[config.mk]
export PLATFORM = sky130hd
export DESIGN_NAME = skte_ctrl
export DESIGN_NICKNAME = d
export VERILOG_FILES = /design/src/rtl/skte_pkg.sv /design/src/rtl/skte_ctrl.sv
export SDC_FILE = /design/constraint.sdc
export NUM_CORES = 1
export LEC_CHECK = 0
export ABC_AREA = 1
export BUFFER_PORTS_ARGS = -buffer_cell sky130_fd_sc_hd__buf_2
export CAP_MARGIN = 20
export CORE_AREA = 4 4 49 51
export CTS_BUF_LIST = sky130_fd_sc_hd__clkbuf_4 sky130_fd_sc_hd__clkbuf_8
export CTS_CLUSTER_SIZE = 12
export DETAILED_ROUTE_END_ITERATION = 8
export DIE_AREA = 0 0 53 55
export GPL_ROUTABILITY_DRIVEN = 0
export HOLD_SLACK_MARGIN = 0.1
export PLACE_DENSITY = 0.84
export SKIP_CTS_REPAIR_TIMING = 1
export SYNTH_ARGS = -nofsm -noshare
export SYNTH_HDL_FRONTEND = slang
export SYNTH_SLANG_ARGS = --single-unit
[constraint.sdc]
create_clock -name clk -period 2.1 [get_ports clk]
set_clock_uncertainty 0.2 [all_clocks]
set_input_delay 0.105 -clock clk [delete_from_list [all_inputs] [get_ports clk]]
set_output_delay 0.105 -clock clk [all_outputs]
set_load 0.02 [all_outputs]
[src/rtl/skte_pkg.sv]
// shared types and constants for the sorted key table engine
package skte_pkg;

    localparam int TableDepth = 64;
    localparam int KeyWidth   = 32;
    localparam int PayWidth   = 64;

    typedef enum logic [1:0] {
        FUNC_INSERT = 2'd0,
        FUNC_REMOVE = 2'd1,
        FUNC_SEARCH = 2'd2,
        FUNC_LIST   = 2'd3
    } func_t;

    typedef enum logic [1:0] {
        ST_OK       = 2'd0,
        ST_NOTFOUND = 2'd1,
        ST_FULL     = 2'd2,
        ST_EMPTY    = 2'd3
    } status_t;

    typedef enum logic [3:0] {
        S_IDLE,
        S_DISPATCH,
        S_INS_RD,
        S_INS_CMP,
        S_INS_PUT,
        S_REM_RD,
        S_REM_CMP,
        S_SHIFT_RD,
        S_SHIFT_WR,
        S_SRCH_RD,
        S_SRCH_CMP,
        S_LIST_RD,
        S_LIST_OUT,
        S_RESULT,
        S_WAIT
    } state_t;

    // commands from controller to datapath
    typedef struct packed {
        logic     load_item;
        logic     rd_en;        // read at index register
        logic     rd_prev;      // read at index-1 (insert shift)
        logic     rd_next;      // read at index+1 (remove shift)
        logic     wr_up;        // write read data to index (insert shift)
        logic     wr_new;       // write new record at index
        logic     wr_down;      // write read data to index (remove shift)
        logic     idx_init_cnt; // index = count
        logic     idx_zero;
        logic     idx_inc;
        logic     idx_dec;
        logic     srch_init;
        logic     srch_lo;      // first = mid + 1
        logic     srch_hi;      // last = mid - 1
        logic     cnt_inc;
        logic     cnt_dec;
        logic     save_hit;     // capture read record as result
        logic     out_load;
        status_t  out_status;
        logic     out_from_rec; // key/payload from captured record
        logic     out_last;
    } cmd_t;

    // status from datapath to controller
    typedef struct packed {
        func_t func;
        logic  full;
        logic  empty;
        logic  rd_less;      // read key < item key
        logic  rd_equal;
        logic  idx_zero;     // index == 0
        logic  idx_at_end;   // index + 1 >= count
        logic  srch_done;    // first > last
        logic  out_busy;
    } stat_t;

endpackage

[src/rtl/skte_ctrl.sv]
// operation sequencer for the sorted key table
module skte_ctrl (
    input  logic            clk,
    input  logic            rst_n,
    input  logic            in_valid,
    output logic            in_ready,
    input  skte_pkg::stat_t stat,
    output skte_pkg::cmd_t  cmd
);
    skte_pkg::state_t state_reg, state_next;
    skte_pkg::status_t res_reg, res_next;
    logic res_rec_reg, res_rec_next;

    always_ff @(posedge clk or negedge rst_n)
    begin
        if (!rst_n)
        begin
            state_reg   <= skte_pkg::S_IDLE;
            res_reg     <= skte_pkg::ST_OK;
            res_rec_reg <= 1'b0;
        end
        else
        begin
            state_reg   <= state_next;
            res_reg     <= res_next;
            res_rec_reg <= res_rec_next;
        end
    end

    // next state
    always_comb
    begin
        state_next   = state_reg;
        res_next     = res_reg;
        res_rec_next = res_rec_reg;
        unique case (state_reg)
            skte_pkg::S_IDLE:
            begin
                if (in_valid)
                begin
                    state_next = skte_pkg::S_DISPATCH;
                end
            end
            skte_pkg::S_DISPATCH:
            begin
                res_rec_next = 1'b0;
                unique case (stat.func)
                    skte_pkg::FUNC_INSERT:
                    begin
                        if (stat.full)
                        begin
                            res_next   = skte_pkg::ST_FULL;
                            state_next = skte_pkg::S_RESULT;
                        end
                        else
                        begin
                            state_next = skte_pkg::S_INS_RD;
                        end
                    end
                    skte_pkg::FUNC_REMOVE:
                    begin
                        if (stat.empty)
                        begin
                            res_next   = skte_pkg::ST_NOTFOUND;
                            state_next = skte_pkg::S_RESULT;
                        end
                        else
                        begin
                            state_next = skte_pkg::S_REM_RD;
                        end
                    end
                    skte_pkg::FUNC_SEARCH:
                    begin
                        if (stat.empty)
                        begin
                            res_next   = skte_pkg::ST_NOTFOUND;
                            state_next = skte_pkg::S_RESULT;
                        end
                        else
                        begin
                            state_next = skte_pkg::S_SRCH_RD;
                        end
                    end
                    default:
                    begin
                        if (stat.empty)
                        begin
                            res_next   = skte_pkg::ST_EMPTY;
                            state_next = skte_pkg::S_RESULT;
                        end
                        else
                        begin
                            state_next = skte_pkg::S_LIST_RD;
                        end
                    end
                endcase
            end
            skte_pkg::S_INS_RD:
            begin
                state_next = stat.idx_zero ? skte_pkg::S_INS_PUT : skte_pkg::S_INS_CMP;
            end
            skte_pkg::S_INS_CMP:
            begin
                // shift up while new key is below stored key
                if (!stat.rd_less && !stat.rd_equal)
                begin
                    state_next = skte_pkg::S_INS_RD;
                end
                else
                begin
                    state_next = skte_pkg::S_INS_PUT;
                end
            end
            skte_pkg::S_INS_PUT:
            begin
                res_next   = skte_pkg::ST_OK;
                state_next = skte_pkg::S_RESULT;
            end
            skte_pkg::S_REM_RD:
            begin
                state_next = skte_pkg::S_REM_CMP;
            end
            skte_pkg::S_REM_CMP:
            begin
                if (stat.rd_equal)
                begin
                    state_next = stat.idx_at_end ? skte_pkg::S_RESULT : skte_pkg::S_SHIFT_RD;
                    res_next   = skte_pkg::ST_OK;
                end
                else if (stat.idx_at_end)
                begin
                    res_next   = skte_pkg::ST_NOTFOUND;
                    state_next = skte_pkg::S_RESULT;
                end
                else
                begin
                    state_next = skte_pkg::S_REM_RD;
                end
            end
            skte_pkg::S_SHIFT_RD:
            begin
                state_next = skte_pkg::S_SHIFT_WR;
            end
            skte_pkg::S_SHIFT_WR:
            begin
                state_next = stat.idx_at_end ? skte_pkg::S_RESULT : skte_pkg::S_SHIFT_RD;
            end
            skte_pkg::S_SRCH_RD:
            begin
                state_next = skte_pkg::S_SRCH_CMP;
            end
            skte_pkg::S_SRCH_CMP:
            begin
                if (stat.rd_equal)
                begin
                    res_next     = skte_pkg::ST_OK;
                    res_rec_next = 1'b1;
                    state_next   = skte_pkg::S_RESULT;
                end
                else
                begin
                    state_next = skte_pkg::S_WAIT;
                end
            end
            skte_pkg::S_WAIT:
            begin
                // bounds updated: check for exhausted range
                if (stat.srch_done)
                begin
                    res_next   = skte_pkg::ST_NOTFOUND;
                    state_next = skte_pkg::S_RESULT;
                end
                else
                begin
                    state_next = skte_pkg::S_SRCH_RD;
                end
            end
            skte_pkg::S_LIST_RD:
            begin
                if (!stat.out_busy)
                begin
                    state_next = skte_pkg::S_LIST_OUT;
                end
            end
            skte_pkg::S_LIST_OUT:
            begin
                state_next = stat.idx_at_end ? skte_pkg::S_IDLE : skte_pkg::S_LIST_RD;
            end
            skte_pkg::S_RESULT:
            begin
                if (!stat.out_busy)
                begin
                    state_next = skte_pkg::S_IDLE;
                end
            end
            default:
            begin
                state_next = skte_pkg::S_IDLE;
            end
        endcase
    end

    // outputs
    always_comb
    begin
        cmd        = '0;
        cmd.out_status = skte_pkg::ST_OK;
        in_ready   = 1'b0;
        unique case (state_reg)
            skte_pkg::S_IDLE:
            begin
                in_ready      = 1'b1;
                cmd.load_item = in_valid;
            end
            skte_pkg::S_DISPATCH:
            begin
                if (stat.func == skte_pkg::FUNC_INSERT)
                begin
                    cmd.idx_init_cnt = 1'b1;
                end
                else
                begin
                    cmd.idx_zero = 1'b1;
                end
            end
            skte_pkg::S_INS_RD:
            begin
                cmd.rd_en   = ~stat.idx_zero;
                cmd.rd_prev = 1'b1;
            end
            skte_pkg::S_INS_CMP:
            begin
                if (!stat.rd_less && !stat.rd_equal)
                begin
                    cmd.wr_up   = 1'b1;
                    cmd.idx_dec = 1'b1;
                end
            end
            skte_pkg::S_INS_PUT:
            begin
                cmd.wr_new  = 1'b1;
                cmd.cnt_inc = 1'b1;
            end
            skte_pkg::S_REM_RD:
            begin
                cmd.rd_en = 1'b1;
            end
            skte_pkg::S_REM_CMP:
            begin
                // count drops on the hit so the shift stops one short of the old end
                if (stat.rd_equal)
                begin
                    cmd.save_hit = 1'b1;
                    cmd.cnt_dec  = 1'b1;
                end
                else if (!stat.idx_at_end)
                begin
                    cmd.idx_inc = 1'b1;
                end
            end
            skte_pkg::S_SHIFT_RD:
            begin
                cmd.rd_en   = 1'b1;
                cmd.rd_next = 1'b1;
            end
            skte_pkg::S_SHIFT_WR:
            begin
                cmd.wr_down = 1'b1;
                cmd.idx_inc = 1'b1;
                if ((stat.idx_at_end) == 1'b0)
                begin
                    cmd.idx_inc = 1'b1;
                end
            end
            skte_pkg::S_SRCH_RD:
            begin
                cmd.rd_en = 1'b1;
            end
            skte_pkg::S_SRCH_CMP:
            begin
                if (!stat.rd_equal)
                begin
                    cmd.srch_lo = stat.rd_less;
                    cmd.srch_hi = ~stat.rd_less;
                end
            end
            skte_pkg::S_LIST_RD:
            begin
                cmd.rd_en = ~stat.out_busy;
            end
            skte_pkg::S_LIST_OUT:
            begin
                cmd.out_load     = 1'b1;
                cmd.out_status   = skte_pkg::ST_OK;
                cmd.out_from_rec = 1'b1;
                cmd.out_last     = stat.idx_at_end;
                cmd.idx_inc      = 1'b1;
            end
            skte_pkg::S_RESULT:
            begin
                if (!stat.out_busy)
                begin
                    cmd.out_load     = 1'b1;
                    cmd.out_status   = res_reg;
                    cmd.out_from_rec = res_rec_reg;
                    cmd.out_last     = 1'b1;
                end
            end
            default:
            begin
            end
        endcase
        // search bounds and the first probe index are set in the dispatch state
        if (state_reg == skte_pkg::S_DISPATCH && stat.func == skte_pkg::FUNC_SEARCH)
        begin
            cmd.srch_init = 1'b1;
            cmd.idx_zero  = 1'b0;
        end
    end
endmodule

Word-level counts from Yosys, hierarchy flattened
Cells that the tools add are included.
{ "totals": {"romBits": 0, "elab_cells": 96, "register_bits": 7, "input_bits": 13, "ramBits": 0, "memories": 0, "latchBits": 0} }
{ "op_classes": {"n_addsub": 0, "multipliers": 0, "n_bitwise": 3, "eq_ne": 25, "div": 0, "n_mux": 51, "order_cmp": 0, "n_reduce_logical": 14, "shift": 0} }
{ "op_table": {"columns": ["cell", "count"], "rows": [
  ["$pmux 4 s15", 1],
  ["$mux 4", 9],
  ["$eq 4x4->1 const B", 7],
  ["$mux 2", 13],
  ["$eq 4x3->1 const B", 4],
  ["$mux 1", 15],
  ["$mux 3", 5],
  ["$ne 3x3->1 const B", 4],
  ["$pmux 4 s3", 1],
  ["$ne 2x2->1 const B", 5],
  ["$pmux 2 s5", 1],
  ["$pmux 5 s2", 1],
  ["$eq 4x2->1 const B", 2],
  ["$reduce_and 7->1", 1],
  ["$mux 5", 1],
  ["$reduce_bool 5->1", 1],
  ["$eq 4x1->1 const B", 1],
  ["$logic_not 4->1", 1],
  ["$pmux 1 s2", 2],
  ["$pmux 2 s2", 1],
  ["$reduce_or 2->1", 2],
  ["$not 1->1", 3],
  ["$pmux 1 s3", 1],
  ["$reduce_and 3->1", 1],
  ["8 further kinds", 10]
]} }

Depth between registers and ports, before layout
Gate-level depths: netlist of run 1.
{ "logic_depth": {"word_depth": 4, "ltp_mapped": 10} }

Worst setup path before layout of run 1
Ideal clock, no wire load.
{ "synth_path": {"path_kind": "register -> output", "start": "register state_reg[3]", "end": "output port cmd[13] (netlist name)", "setup_slack_ns": 0.465, "stages_incl_launch_ff": 7, "arrival_time_ns": 1.330, "n_path_buf": 1, "path_cell_list": "dfrtp_1 > buf_6 > inv_1 > nand2_2 > nor2_8 > inv_2 > nor3_1"} }
{ "synth_lines": {"columns": ["item", "line_no", "text"], "rows": [
  ["from (decl)", "skte_ctrl.sv:10", "skte_pkg::state_t state_reg, state_next;"],
  ["from (signal assigned)", "skte_ctrl.sv:18", "state_reg <= skte_pkg::S_IDLE;"],
  ["from (signal assigned)", "skte_ctrl.sv:24", "state_reg <= state_next;"],
  ["to (decl)", "skte_ctrl.sv:8", "output skte_pkg::cmd_t cmd"]
]} }

==> flow_summary.ini, run 1 <==
[grt]
antenna_found_initial = 0
grt_pass1_vias = 1084
overflow = 0
grt_first_pass_wirelength_mm = 4.48
grt_max_degree = 9
grtUsageTotal = 0.208

[drt]
drtPass1Iterations = 5
wl_per_cell_um = 11.5
dr_total_vias = 1230
routed_via_density = 5.02
totalWireLength_mm = 2.81
drt_iter0_drc = 33
drc_errors = 0
antenna_left = 0

[placed_design]
place_inst = 236
pre_cts_slack_ns = 0.385
hpwl_mm = 2.35
io_buffers = 35

[synth]
synth-seq-area-share = 0.171
syn_area_per_cell_um2 = 5.76
yosysUniqueCellTypes = 23
syn_area_um2 = 1020
syn_nets = 195
synth-seq-cells = 7
syn_inst = 178
yosysWarningCount = 0

[setup_path]
crit_path_end = cmd[1]
path_class = reg -> out
critical_path.startpoint = state_reg[1]$_DFFE_PN0P_
cp_max_fo = 5
worstPathRequired_ns = 1.79
r2r_slack_ns = 0.49
ff2ff_path_depth = 7
reg2reg_from = state_reg[3]$_DFFE_PN0P_
reg2reg_to = state_reg[3]$_DFFE_PN0P_
cp.arrival_ns = 1.59
start_kind = flop
end_kind = output pin

[clock_network]
insertion_delay_ns = 0.25
numCtsBuffers = 3
cts_root_buffer = clkbuf_4
h-tree-depth = 1
path_clk_slew_ns = 0.05
clk_path_buf_depth = 2
cts_tree = done
numClockSinks = 7

[floorplan]
die_x_um = 53
core-area_um2 = 1940
initial_core_util = 0.528
row_count = 16
ios = 36
die_h_um = 55
dieArea_um2 = 2920

[timing]
post-route-period-util = 0.904
slew_headroom = 0.788
whs_ns = 0.0730
max_freq_mhz = 527
finalSetupViolCount = 0
hold_viol_final = 0
drv_slew = 0
period_needed_ns = 1.90
rsz0062_at_grt = no
setup_ws_ns = 0.202
setup_tns_ns = 0
worst_slew_pin_slew_ns = 0.317

[final_layout]
diodes = 0
syn_to_final_growth_pct = 25.0
layout.cells.non_filler = 245
largest_register_ffs = 4
fin_util = 0.660
drive_gt1_frac = 0.303
fin_nets = 236

[pwr]
cellLeakagePower_nw = 0.823
ir_drop_uv = 726
cellPowerDensity_nw_per_um2 = 1240

[outcome]
status = finished clean

[min_path]
min_path_type = in -> reg

[flow_run]
drv_cap = 0
==> layout make-up <==
class	instances	area [um2]
clock buffer	4	30.0
fill	198	661
inverter	30	113
multi-input combinational	137	703
sequential	7	176
tap	27	33.8
timing repair buffer	40	225
==> critical path: stages, from the launching register on <==
cell and delay, ns:
dfrtp_1 0.44, inv_2 0.12, nand2_4 0.09, inv_2 0.09, nand2_1 0.11, inv_1 0.09, nand2_1 0.09, o21ai_1 0.12
buf_2 0.17
==> synth_stat cells <==
cell / count / area (um2)
a21oi_1: 8 / 40.0
a21oi_2: 1 / 8.76
buf_4: 3 / 22.5
buf_6: 1 / 11.3
dfrtp_1: 7 / 175
ha_1: 4 / 50.1
inv_1: 24 / 90.1
inv_2: 6 / 22.5
nand2_1: 51 / 191
nand2_2: 7 / 43.8
nand2_4: 2 / 22.5
nand3_1: 19 / 95.1
nand4_1: 1 / 6.26
nor2_1: 25 / 93.8
nor2_2: 5 / 31.3
nor2_4: 2 / 22.5
nor2_8: 2 / 40.0
nor3_1: 1 / 5.00
o211ai_1: 2 / 15.0
o21ai_0: 4 / 20.0
o21ai_1: 1 / 5.00
o22ai_1: 1 / 6.26
or2_2: 1 / 6.26
==> routing by layer <==
| layer | share of wire | vias to the layer above | GRT usage |
|---|---|---|---|
| met2 | 0.52 | 46 | 0.403 |
| met4 | 0.0082 | 0 | 0.0255 |
| met1 | 0.39 | 548 | 0.241 |
| met5 | 0 | - | 0 |
| li1 | - | 632 | - |
| met3 | 0.081 | 4 | 0.0429 |
==> placed cells by master (no fill, tap or decap), types with 2 or more instances in the layout <==
cell / count
a21oi_1: 8
buf_2: 35
clkbuf_4: 4
dfrtp_1: 6
dlygate4sd3_1: 5
ha_1: 4
inv_1: 24
inv_2: 6
nand2_1: 51
nand2_2: 7
nand2_4: 2
nand3_1: 19
nor2_1: 25
nor2_2: 5
nor2_4: 2
nor2_8: 2
o211ai_1: 2
o21ai_0: 4
==> report_power, final <==
group          switching [W]  leakage, nW  internal (W)
logic               0.000780        0.719      0.000372
clock network      0.0000498       0.0184     0.0000854
registers           0.000101       0.0863      0.000206
total               0.000931        0.823      0.000663
==> kinds of logic after synthesis <==
family          after synthesis  share of synthesized area
flops                         7                      0.171
buf+inv                      34                      0.143
compound gates               17                     0.0928
fa+ha+maj                     4                     0.0488
simple gates                116                      0.545
==> worst min-delay path by stage <==
stage	start	endpoint	cells after the start
after global placement	rst_n	res_rec_reg$_DFFE_PN0P_	1
final	in_valid	state_reg[3]$_DFFE_PN0P_	5
after detailed placement	rst_n	state_reg[0]$_DFFE_PN0P_	1
after floorplan	rst_n	res_rec_reg$_DFFE_PN0P_	0
after global routing	in_valid	state_reg[0]$_DFFE_PN0P_	5
after CTS	rst_n	res_rec_reg$_DFFE_PN0P_	1
==> per-stage QoR <==
| stage | area, um2 | power, W |
|---|---|---|
| global placement | 1200 | 0.00141 |
| detailed placement | 1200 | 0.00144 |
| finish | 1280 | 0.00159 |
| floorplan | 1020 | 0.00119 |
| global route | 1280 | 0.00175 |
| CTS | 1230 | 0.00158 |
(Power assumes the default switching activity.)
==> inputs of run 2 (changes only) <==
==> constraint.sdc (replaced) <==
create_clock -name clk -period 2.1 [get_ports clk]
set_clock_uncertainty 0.2 [all_clocks]
set_input_delay 0.21 -clock clk [delete_from_list [all_inputs] [get_ports clk]]
set_output_delay 0.21 -clock clk [all_outputs]
set_load 0.02 [all_outputs]
==> run 2 against run 1 <==
Worst setup slack got worse by 0.077 ns. Total power is 1.9% higher. Maximum frequency decreased by 3.9%. Core utilization shrank 0.52 points. Sequential cell count is the same. Final cell count shrank 0.41%. Non-clock buffer count shrank 1. Wire length up 3.5%.
==> flow_summary.ini, run 2 (synthesized netlist as in run 1, its figures left out) <==
[outcome]
status = finished clean

[timing]
max_freq_mhz = 506
setup_tns_ns = 0
period_needed_ns = 1.98
worst_slew_pin_slew_ns = 0.264
hold_viol_final = 0
rsz0062_at_grt = no
slew_headroom = 0.824
post-route-period-util = 0.941
drv_slew = 0
finalSetupViolCount = 0

[setup_path]
critical_path.startpoint = state_reg[1]$_DFFE_PN0P_
worstPathRequired_ns = 1.69
path_buf_inv = 4
ff2ff_path_depth = 9
reg2reg_to = res_reg[0]$_DFFE_PN0P_
crit_slowest_cell = dfrtp_2
start_kind = flop
reg2reg_from = state_reg[3]$_DFFE_PN0P_
end_kind = output pin
crit_chain = inv_2 > nand2_4 > inv_2 > nand2_1 > inv_1 > nand2_1 > o21ai_1 > buf_2
cp_max_fo = 5
slowest_delay_ns = 0.45
r2r_slack_ns = 0.49
cp.arrival_ns = 1.57
crit_family = buffers and inverters
path_class = reg -> out

[placed_design]
io_buffers = 35
hpwl_mm = 2.37
placed_cell_area_um2 = 1200

[clock_network]
clk_path_buf_depth = 2
path_clk_slew_ns = 0.06
cts_tree = done
h-tree-depth = 1
insertion_delay_ns = 0.25
cts_root_buffer = clkbuf_4
numClockSinks = 7
numCtsBuffers = 3

[floorplan]
core-area_um2 = 1940
initial_core_util = 0.528
row_count = 16
ios = 36
die_x_um = 53
dieArea_um2 = 2920
die_h_um = 55

[grt]
antenna_found_initial = 0
grt_max_degree = 9
grtUsageTotal = 0.213
grt_first_pass_wirelength_mm = 4.62
overflow = 0
grt_pass1_vias = 1133

[drt]
routed_via_density = 5.10
drc_errors = 0
wl_per_cell_um = 11.9
drtPass1Iterations = 4
drt_iter0_drc = 49
totalWireLength_mm = 2.91
dr_total_vias = 1245
antenna_left = 0

[final_layout]
diodes = 0
largest_register_ffs = 4
syn_to_final_growth_pct = 24.1
final_common_cell = nand2_1
drive_gt1_frac = 0.318
final_cell_mix = 51 x nand2_1, 35 x buf_2, 25 x nor2_1, 24 x inv_1, 19 x nand3_1
final_area_um2 = 1270
fin_nets = 235

[pwr]
ir_drop_uv = 718
cellPowerDensity_nw_per_um2 = 1280
cellLeakagePower_nw = 0.818

[flow_run]
drv_cap = 0

[min_path]
whs_path_depth = 5
min_path_type = in -> reg
hp-start = stat[2]
whs_endpoint = state_reg[3]$_DFFE_PN0P_
## run 2: report_power, final
| group | total, W | leakage (nW) | switching, W | internal (W) |
|---|---|---|---|---|
| registers | 0.000306 | 0.0839 | 0.0000965 | 0.000210 |
| logic | 0.00118 | 0.715 | 0.000800 | 0.000381 |
| clock network | 0.000137 | 0.0184 | 0.0000511 | 0.0000855 |
| total | 0.00162 | 0.818 | 0.000948 | 0.000677 |
## run 2: metrics by stage
step                      hold WS, ns  power [W]  cells  utilization  worst slack, ns
final                           0.107    0.00162    244        0.655            0.125
after floorplan                -0.286    0.00119    178            -            0.360
after CTS                      -0.417    0.00159    240        0.633          0.00318
after detailed placement       -0.144    0.00144    236        0.618            0.289
after global routing            0.114    0.00176    244        0.655         0.000260
after global placement         -0.156    0.00142    236        0.618            0.344
## run 2: worst max path at each step
stage,end,cells past startpoint
final,cmd[1],8
after global routing,cmd[1],8
after CTS,cmd[1],7
after detailed placement,cmd[1],7
after global placement,cmd[20],5
after floorplan,cmd[13],6
## run 2: worst min-delay path: cells and delay by family
family | cells | cell delay (ns)
simple gates | 4 | 0.24
buf+inv | 1 | 0.09
## run 2: cell type report
class | instances | area, um2
multi-input cells | 137 | 703
fillers | 197 | 671
repair buffers | 39 | 213
flip-flops and latches | 7 | 179
inverters | 30 | 113
well taps | 27 | 33.8
clock buffers | 4 | 30.0
## run 2: routing by layer
metal	global-route usage	wire (um)	part of all wire
met5	0	0	0
met4	0.0809	80	0.027
met3	0.0483	275	0.095
met2	0.382	1460	0.50
met1	0.246	1090	0.38
